<file path="src/design/text_layout_cursor_assert.svh">
// Assertion macros shared by the text layout cursor design.
`ifndef TEXT_LAYOUT_CURSOR_ASSERT_SVH
`define TEXT_LAYOUT_CURSOR_ASSERT_SVH

// Checks that the consequent holds in the same cycle as the antecedent.
`define TLC_ASSERT_SAME(label, ante, cons, msg) \
    label: assert property (@(posedge aclk) disable iff (!aresetn) (ante) |-> (cons)) \
        else $error(msg);

// Checks that the consequent holds in the cycle after the antecedent.
`define TLC_ASSERT_NEXT(label, ante, cons, msg) \
    label: assert property (@(posedge aclk) disable iff (!aresetn) (ante) |=> (cons)) \
        else $error(msg);

`endif

</file>
<file path="src/design/tlc_pkg.sv">
// Package with the result kinds, register indexes and constants of the text layout cursor.
`default_nettype none

package tlc_pkg;

    typedef enum logic [1:0] {
        KIND_NARROW = 2'd0,
        KIND_WIDE   = 2'd1,
        KIND_FULL   = 2'd2
    } kind_t;

    typedef enum logic [1:0] {
        CFG_AREA_WIDTH  = 2'd0,
        CFG_AREA_HEIGHT = 2'd1,
        CFG_FONT_SIZE   = 2'd2,
        CFG_OVERLAY     = 2'd3
    } cfg_index_t;

    localparam logic [7:0]  WIDE_LEAD_ABOVE     = 8'h80;
    localparam logic [7:0]  CARRIAGE_RETURN     = 8'd13;
    localparam logic [15:0] AREA_WIDTH_RESET    = 16'd320;
    localparam logic [15:0] AREA_HEIGHT_RESET   = 16'd240;
    localparam logic [7:0]  FONT_SIZE_RESET     = 8'd16;

endpackage

`default_nettype wire

</file>
<file path="src/design/text_layout_cursor.sv">
// Top level of the text layout cursor: places text bytes in an area and emits draw commands.
// Data path: an accepted byte is captured in the input register at its transfer edge, and its
// result, if any, is loaded from there into the output register when the byte is consumed.
// Throughput: one byte per cycle; the cursor state updates in the same cycle that
// consumes the input register, and only a held result in the output register stalls it.
// Reset (aresetn low, synchronous): registers return to their reset values and the block
// drops all bytes until one with first set.
`default_nettype none

module text_layout_cursor
    import tlc_pkg::*;
(
    input  wire logic        aclk,
    input  wire logic        aresetn,

    input  wire logic        cfg_valid,
    output logic             cfg_ready,
    input  wire logic [1:0]  cfg_index,
    input  wire logic [15:0] cfg_data,

    input  wire logic        s_valid,
    output logic             s_ready,
    input  wire logic [7:0]  s_text_byte,
    input  wire logic        s_first,
    input  wire logic [15:0] s_start_x,
    input  wire logic [15:0] s_start_y,

    output logic             m_valid,
    input  wire logic        m_ready,
    output logic [1:0]       m_kind,
    output logic [15:0]      m_pos_x,
    output logic [15:0]      m_pos_y,
    output logic [23:0]      m_char_code
);

    // Configuration registers.
    logic [15:0] area_width_reg;
    logic [15:0] area_height_reg;
    logic [7:0]  font_size_reg;

    // Input register.
    logic        in_valid_reg;
    logic [7:0]  in_byte_reg;
    logic        in_first_reg;
    logic [15:0] in_start_x_reg;
    logic [15:0] in_start_y_reg;

    // Layout state.
    logic [15:0] cursor_x_reg, cursor_x_next;
    logic [15:0] cursor_y_reg, cursor_y_next;
    logic [15:0] origin_x_reg, origin_x_next;
    logic [15:0] origin_y_reg, origin_y_next;
    logic [1:0]  wide_seen_reg, wide_seen_next;
    logic [15:0] wide_code_reg, wide_code_next;
    logic        skip_reg, skip_next;
    logic        stopped_reg, stopped_next;

    // Output register.
    logic        out_valid_reg;
    kind_t       kind_reg, kind_next;
    logic [15:0] pos_x_reg, pos_x_next;
    logic [15:0] pos_y_reg, pos_y_next;
    logic [23:0] code_reg, code_next;

    logic        has_result;
    logic        advance;

    // Effective state after a first byte has loaded the origin.
    logic [15:0] cx_e, cy_e, ox_e, oy_e;
    logic [1:0]  ws_e;
    logic [15:0] wc_e;
    logic        skip_e, stopped_e;

    logic        use_wide;
    logic [7:0]  item_w;
    logic signed [17:0] right_edge;
    logic signed [17:0] bottom_edge;
    logic        wrap;
    logic [15:0] cx_w, cy_w;
    logic        full;

    assign cfg_ready = 1'b1;

    // The overlay mode only matters to the draw units, so its writes change nothing here.
    always_ff @(posedge aclk) begin
        if (!aresetn) begin
            area_width_reg  <= AREA_WIDTH_RESET;
            area_height_reg <= AREA_HEIGHT_RESET;
            font_size_reg   <= FONT_SIZE_RESET;
        end else if (cfg_valid) begin
            unique case (cfg_index_t'(cfg_index))
                CFG_AREA_WIDTH:  area_width_reg  <= cfg_data;
                CFG_AREA_HEIGHT: area_height_reg <= cfg_data;
                CFG_FONT_SIZE:   font_size_reg   <= cfg_data[7:0];
                CFG_OVERLAY: begin
                end
                default: begin
                end
            endcase
        end
    end

    assign advance = in_valid_reg && (!has_result || !out_valid_reg || m_ready);
    assign s_ready = !in_valid_reg || advance;

    always_ff @(posedge aclk) begin
        if (!aresetn) begin
            in_valid_reg <= 1'b0;
        end else if (s_ready) begin
            in_valid_reg <= s_valid;
        end
    end

    always_ff @(posedge aclk) begin
        if (s_ready && s_valid) begin
            in_byte_reg    <= s_text_byte;
            in_first_reg   <= s_first;
            in_start_x_reg <= s_start_x;
            in_start_y_reg <= s_start_y;
        end
    end

    always_comb begin
        if (in_first_reg) begin
            ox_e      = in_start_x_reg;
            oy_e      = in_start_y_reg;
            cx_e      = in_start_x_reg;
            cy_e      = in_start_y_reg;
            ws_e      = 2'd0;
            wc_e      = 16'd0;
            skip_e    = 1'b0;
            stopped_e = 1'b0;
        end else begin
            ox_e      = origin_x_reg;
            oy_e      = origin_y_reg;
            cx_e      = cursor_x_reg;
            cy_e      = cursor_y_reg;
            ws_e      = wide_seen_reg;
            wc_e      = wide_code_reg;
            skip_e    = skip_reg;
            stopped_e = stopped_reg;
        end
    end

    // Wrap and bottom tests in 18-bit signed arithmetic, which is exact for these ranges.
    always_comb begin
        use_wide    = (ws_e == 2'd2);
        item_w      = use_wide ? font_size_reg : {1'b0, font_size_reg[7:1]};
        right_edge  = $signed({2'b00, ox_e}) + $signed({2'b00, area_width_reg})
                    - $signed({10'd0, item_w});
        bottom_edge = $signed({2'b00, oy_e}) + $signed({2'b00, area_height_reg})
                    - $signed({10'd0, font_size_reg});
        wrap        = $signed({2'b00, cx_e}) > right_edge;
        cx_w        = wrap ? ox_e : cx_e;
        cy_w        = wrap ? cy_e + {8'd0, font_size_reg} : cy_e;
        full        = $signed({2'b00, cy_w}) > bottom_edge;
    end

    always_comb begin
        cursor_x_next  = cx_e;
        cursor_y_next  = cy_e;
        origin_x_next  = ox_e;
        origin_y_next  = oy_e;
        wide_seen_next = ws_e;
        wide_code_next = wc_e;
        skip_next      = skip_e;
        stopped_next   = stopped_e;
        has_result     = 1'b0;
        kind_next      = KIND_NARROW;
        pos_x_next     = cx_w;
        pos_y_next     = cy_w;
        code_next      = 24'd0;

        if (stopped_e) begin
            // Bytes are dropped until a new string starts.
        end else if (in_byte_reg == 8'd0) begin
            stopped_next   = 1'b1;
            wide_seen_next = 2'd0;
            skip_next      = 1'b0;
        end else if (skip_e) begin
            skip_next = 1'b0;
        end else if (ws_e == 2'd1) begin
            wide_code_next = {wc_e[7:0], in_byte_reg};
            wide_seen_next = 2'd2;
        end else if (ws_e == 2'd2) begin
            wide_seen_next = 2'd0;
            cursor_x_next  = cx_w;
            cursor_y_next  = cy_w;
            has_result     = 1'b1;
            if (full) begin
                kind_next    = KIND_FULL;
                stopped_next = 1'b1;
            end else begin
                kind_next     = KIND_WIDE;
                code_next     = {wc_e, in_byte_reg};
                cursor_x_next = cx_w + {8'd0, font_size_reg};
            end
        end else if (in_byte_reg > WIDE_LEAD_ABOVE) begin
            wide_code_next = {8'd0, in_byte_reg};
            wide_seen_next = 2'd1;
        end else begin
            cursor_x_next = cx_w;
            cursor_y_next = cy_w;
            if (full) begin
                has_result   = 1'b1;
                kind_next    = KIND_FULL;
                stopped_next = 1'b1;
            end else if (in_byte_reg == CARRIAGE_RETURN) begin
                cursor_x_next = ox_e;
                cursor_y_next = cy_w + {8'd0, font_size_reg};
                skip_next     = 1'b1;
            end else begin
                has_result    = 1'b1;
                kind_next     = KIND_NARROW;
                code_next     = {16'd0, in_byte_reg};
                cursor_x_next = cx_w + {9'd0, font_size_reg[7:1]};
            end
        end
    end

    always_ff @(posedge aclk) begin
        if (!aresetn) begin
            cursor_x_reg  <= 16'd0;
            cursor_y_reg  <= 16'd0;
            origin_x_reg  <= 16'd0;
            origin_y_reg  <= 16'd0;
            wide_seen_reg <= 2'd0;
            wide_code_reg <= 16'd0;
            skip_reg      <= 1'b0;
            stopped_reg   <= 1'b1;
        end else if (advance) begin
            cursor_x_reg  <= cursor_x_next;
            cursor_y_reg  <= cursor_y_next;
            origin_x_reg  <= origin_x_next;
            origin_y_reg  <= origin_y_next;
            wide_seen_reg <= wide_seen_next;
            wide_code_reg <= wide_code_next;
            skip_reg      <= skip_next;
            stopped_reg   <= stopped_next;
        end
    end

    always_ff @(posedge aclk) begin
        if (!aresetn) begin
            out_valid_reg <= 1'b0;
        end else if (advance && has_result) begin
            out_valid_reg <= 1'b1;
        end else if (m_ready) begin
            out_valid_reg <= 1'b0;
        end
    end

    always_ff @(posedge aclk) begin
        if (advance && has_result) begin
            kind_reg  <= kind_next;
            pos_x_reg <= pos_x_next;
            pos_y_reg <= pos_y_next;
            code_reg  <= code_next;
        end
    end

    assign m_valid     = out_valid_reg;
    assign m_kind      = kind_reg;
    assign m_pos_x     = pos_x_reg;
    assign m_pos_y     = pos_y_reg;
    assign m_char_code = code_reg;

`include "text_layout_cursor_assert.svh"

    `TLC_ASSERT_NEXT(a_input_captured, s_valid && s_ready, in_valid_reg, "input transfer lost")
    `TLC_ASSERT_NEXT(a_input_held, in_valid_reg && !advance, in_valid_reg, "held byte dropped")
    `TLC_ASSERT_SAME(a_full_no_code, m_valid && (m_kind == KIND_FULL), m_char_code == 24'd0,
        "area full result carries a code")

endmodule

`default_nettype wire

</file>
<file path="config.mk">
export PLATFORM = sky130hd
export DESIGN_NAME = text_layout_cursor
export DESIGN_NICKNAME = d
export VERILOG_FILES = /design/src/design/tlc_pkg.sv /design/src/design/text_layout_cursor.sv
export VERILOG_INCLUDE_DIRS = /design/src /design/src/design
export SDC_FILE = /design/constraint.sdc
export NUM_CORES = 1
export LEC_CHECK = 0
export BUFFER_PORTS_ARGS = -buffer_cell sky130_fd_sc_hd__buf_4
export CAP_MARGIN = 20
export CELL_PAD_IN_SITES_DETAIL_PLACEMENT = 1
export CELL_PAD_IN_SITES_GLOBAL_PLACEMENT = 2
export CORE_MARGIN = 10
export CORE_UTILIZATION = 35
export DETAILED_ROUTE_END_ITERATION = 10
export PLACE_DENSITY_LB_ADDON = 0.1
export SYNTH_ARGS = -nofsm -noshare
export SYNTH_HDL_FRONTEND = slang
export SYNTH_SLANG_ARGS = --single-unit
export TNS_END_PERCENT = 30
</file>
<file path="constraint.sdc">
create_clock -name aclk -period 15.4 [get_ports aclk]
set_input_delay 3.08 -clock aclk [delete_from_list [all_inputs] [get_ports aclk]]
set_output_delay 3.08 -clock aclk [all_outputs]
set_load 0.1 [all_outputs]
</file>
==> impl_metrics.tcl <==
set metrics [dict create \
    status "complete, no violations" \
    via_per_inst 5.70 \
    fmax_ghz 0.0760 \
    synthMuxAreaShare 0.0538 \
    fin_crit_sh 0.854 \
    grt_max_degree 91 \
    grt_use_met3 0.0369 \
    yosysWarningCount 0 \
    total_leakage_power_nw 7.34 \
    drt-initial-drc-count 1016 \
    antenna_found_initial 4 \
    synthSimpleGateAreaFrac 0.155 \
    drt-total-wl_um 58400 \
    syn_inst 1692 \
    skew_ns 0.0211 \
    critPathSlowestCell "o21ai_0" \
    start_kind "register" \
    reg2reg_depth 36 \
    synth_sequential_area_ratio 0.366 \
    fp.dieH_um 227 \
    vias 13400 \
    hold_path.class "register to register" \
    wl_per_cell_um 24.8 \
    initial_core_util 0.356 \
    relSlewSlack 0.249 \
    cts.sinks 225 \
    synth_compound_area_frac 0.212 \
    crit_fanout 54 \
    worst_pin_slew_ns 1.13 \
    core-area_sq_um 42100 \
    overflow 0 \
    hpwl_um 43500 \
    num-nets-final 1992 \
    required_ns 12.32 \
    areaGrowthSynthToFinish_pct 16.5 \
    drtAntennaViolNets 0 \
    htree_num_levels 1 \
    synth_top_family_by_area "compound AO/OA/AOI/OAI gates" \
    num_io_pins 125 \
    placed_area_sq_um 16600 \
    worst_skew_pair.late_latency_ns 0.57 \
    rows 75 \
    drive_above_1_share 0.139 \
    grt_pass1_vias 13900 \
    cts_buffers 27 \
    pwr_density_cell_nw_per_um2 127 \
    syn-num-nets 1887 \
    n_antenna_cell 0 \
    power_switching_mw 0.867 \
    clock_power_share 0.306 \
    min_period_ns 13.16 \
    synth.avg_cell_area_sq_um 8.87 \
    synth_flop_cell "dfxtp_1" \
    cts_setup_buffers 0 \
    busiest_layer "met2" \
    final_max_slew_viol_count 0 \
    synth-edff-count 99 \
    synthArstFlopShare 0 \
    clock-root-buffer "clkbuf_16" \
    met1_usage 0.303 \
    die_w_um 227 \
    synth_fa_ha_area_frac 0.120 \
    finalNonFillerCells 2356 \
    synthXorXnorAreaFrac 0.0350 \
    first_pass_iters 5 \
    clkTransAtPathRegs_ns 0.07 \
    ys_ff_latch 225 \
    met2_usage 0.366 \
    cp_data_arrival_time_ns 10.08 \
    drv_cap 0 \
    p_int_mw 1.35 \
    cp-end-kind "output pin" \
    final-seq-area_sq_um 5500 \
    critPathMaxStageDelay_ns 0.73 \
    clockBufferDepth 3 \
    syn_area_sq_um 15000 \
    tritoncts "done" \
    critPathKind "register to output pin" \
    hold_buffers 0 \
    grt_pass1_wl_um 88100 \
    routabilityCongestion 0.914 \
    synth.distinct_cells 88 \
    finalSetupViolations 0 \
    dieArea_sq_um 51600 \
    final_hold_viol_count 0 \
    sw_frac_of_total 0.391 \
    final_area_sq_um 17500 \
    grtUsageTotal 0.225 \
    totalPowerFinal_mw 2.22 \
    fillCellCount 4913 \
    p_comb_frac 0.388 \
    crit_path_frequent_cell "buf_4" \
    worst_hold_path.num_cells 2 \
    fin_tns_setup_ns 0 \
    place_ws_ns 2.82 \
    layout_setup_ws_ns 2.24 \
    io_buffers 123 \
    ir_drop_v 0.0000797 \
    rsz0062_at_grt "false" \
    dp_cells 2306 \
    multiInputGateArea_sq_um 8690 \
    cts_resized 0 \
    drcViolationCount 0 \
    largest_reg_flops 24 \
    pwr-share-seq 0.307 \
]
[worst paths after layout]
check / from / to / slack, ns
worst min register to register: area_width_reg[11] / area_width_reg[11] / 0.46
worst max register to register: in_first_reg / in_start_x_reg[1] / 4.81
worst max-delay path: in_first_reg / s_ready / 2.24
worst min-delay path: area_width_reg[11] / area_width_reg[11] / 0.46
[routing by layer]
| metal | up-vias | share of wire | wire length [um] |
|---|---|---|---|
| li1 | 6351 | - | - |
| met1 | 6634 | 0.46 | 26800 |
| met2 | 357 | 0.46 | 26600 |
| met3 | 88 | 0.058 | 3360 |
| met5 | - | 0.00046 | 27 |
| met4 | 4 | 0.026 | 1520 |
[critical path, delay by kind of cell, from the launching register on]
family | cells | cell delay [ns]
AOI/OAI and AO/OA | 10 | 2.84
adders and majority gates | 5 | 1.88
DFF | 1 | 0.34
buffers and inverters | 5 | 1.63
and+or+nand+nor | 13 | 2.19
muxes | 2 | 0.36
xor gates and xnor gates | 1 | 0.16
[power by group through the flow]
stage	clock network [mW]	logic (mW)	registers, mW
after floorplan	0	0.558	0.719
after global placement	0	0.835	0.693
after detailed placement	0	0.847	0.693
after CTS	0.695	0.854	0.681
after global routing	0.717	0.947	0.683
final	0.678	0.860	0.680
[cell type report]
class / count / share of cell area
clock buffer: 39 / 0.0465
tap: 539 / 0.0385
inverter: 135 / 0.0290
timing repair buffer: 160 / 0.0689
sequential: 225 / 0.314
multi-input combinational: 1248 / 0.497
clock inverter: 10 / 0.00622
[cells in the mapped netlist (21+ instances only)]
cell type / instances / share of area
xnor2_1: 34 / 0.020
mux2i_1: 57 / 0.038
a21o_1: 23 / 0.012
nor3_1: 31 / 0.010
a211oi_1: 55 / 0.028
mux2_2: 21 / 0.016
ha_1: 111 / 0.093
a21oi_1: 125 / 0.042
nand2_1: 163 / 0.041
xor2_1: 26 / 0.015
dfxtp_1: 126 / 0.17
inv_1: 134 / 0.034
o21ai_0: 91 / 0.030
and3_1: 31 / 0.013
nor2_1: 147 / 0.037
clkbuf_1: 52 / 0.013
edfxtp_1: 99 / 0.20
nand3_1: 21 / 0.0070
[cell families (layout without fill, tap and decap cells)]
family                     Yosys count  count (layout)
and+or+nand+nor                    500             500
AOI/OAI and AO/OA                  477             477
DFF                                225             225
buffers and inverters              219             344
adders and majority gates          132             132
muxes                               78              78
xor gates and xnor gates            60              60
other                                1               1
[layout by cell type (no fill, tap or decap), drive strengths merged, types with 7 or more instances in the layout]
master	count
o211ai	20
nand2b	19
nor2b	14
nand3	21
inv	135
nand4	20
a22oi	10
o31ai	8
nand2	163
dfxtp	126
nor3	31
and3	31
edfxtp	99
or2	7
a21oi	125
a31oi	14
buf	160
xor2	26
a221oi	7
o211a	7
fa	20
o21bai	12
and2	10
o21a	9
nor2	150
mux2i	57
nor4	8
a21o	23
xnor2	34
mux2	21
a211oi	57
clkbuf	39
a21boi	7
clkinv	7
a22o	9
o21ai	103
ha	111
[stage by stage]
step	hold WS (ns)	util
6_report	0.455	0.415
5_1_grt	0.476	0.415
4_1_cts	0.460	0.415
3_5_place_dp	0.452	0.393
3_3_place_gp	0.443	0.393
2_1_floorplan	0.429	-
(Power assumes the default switching activity.)
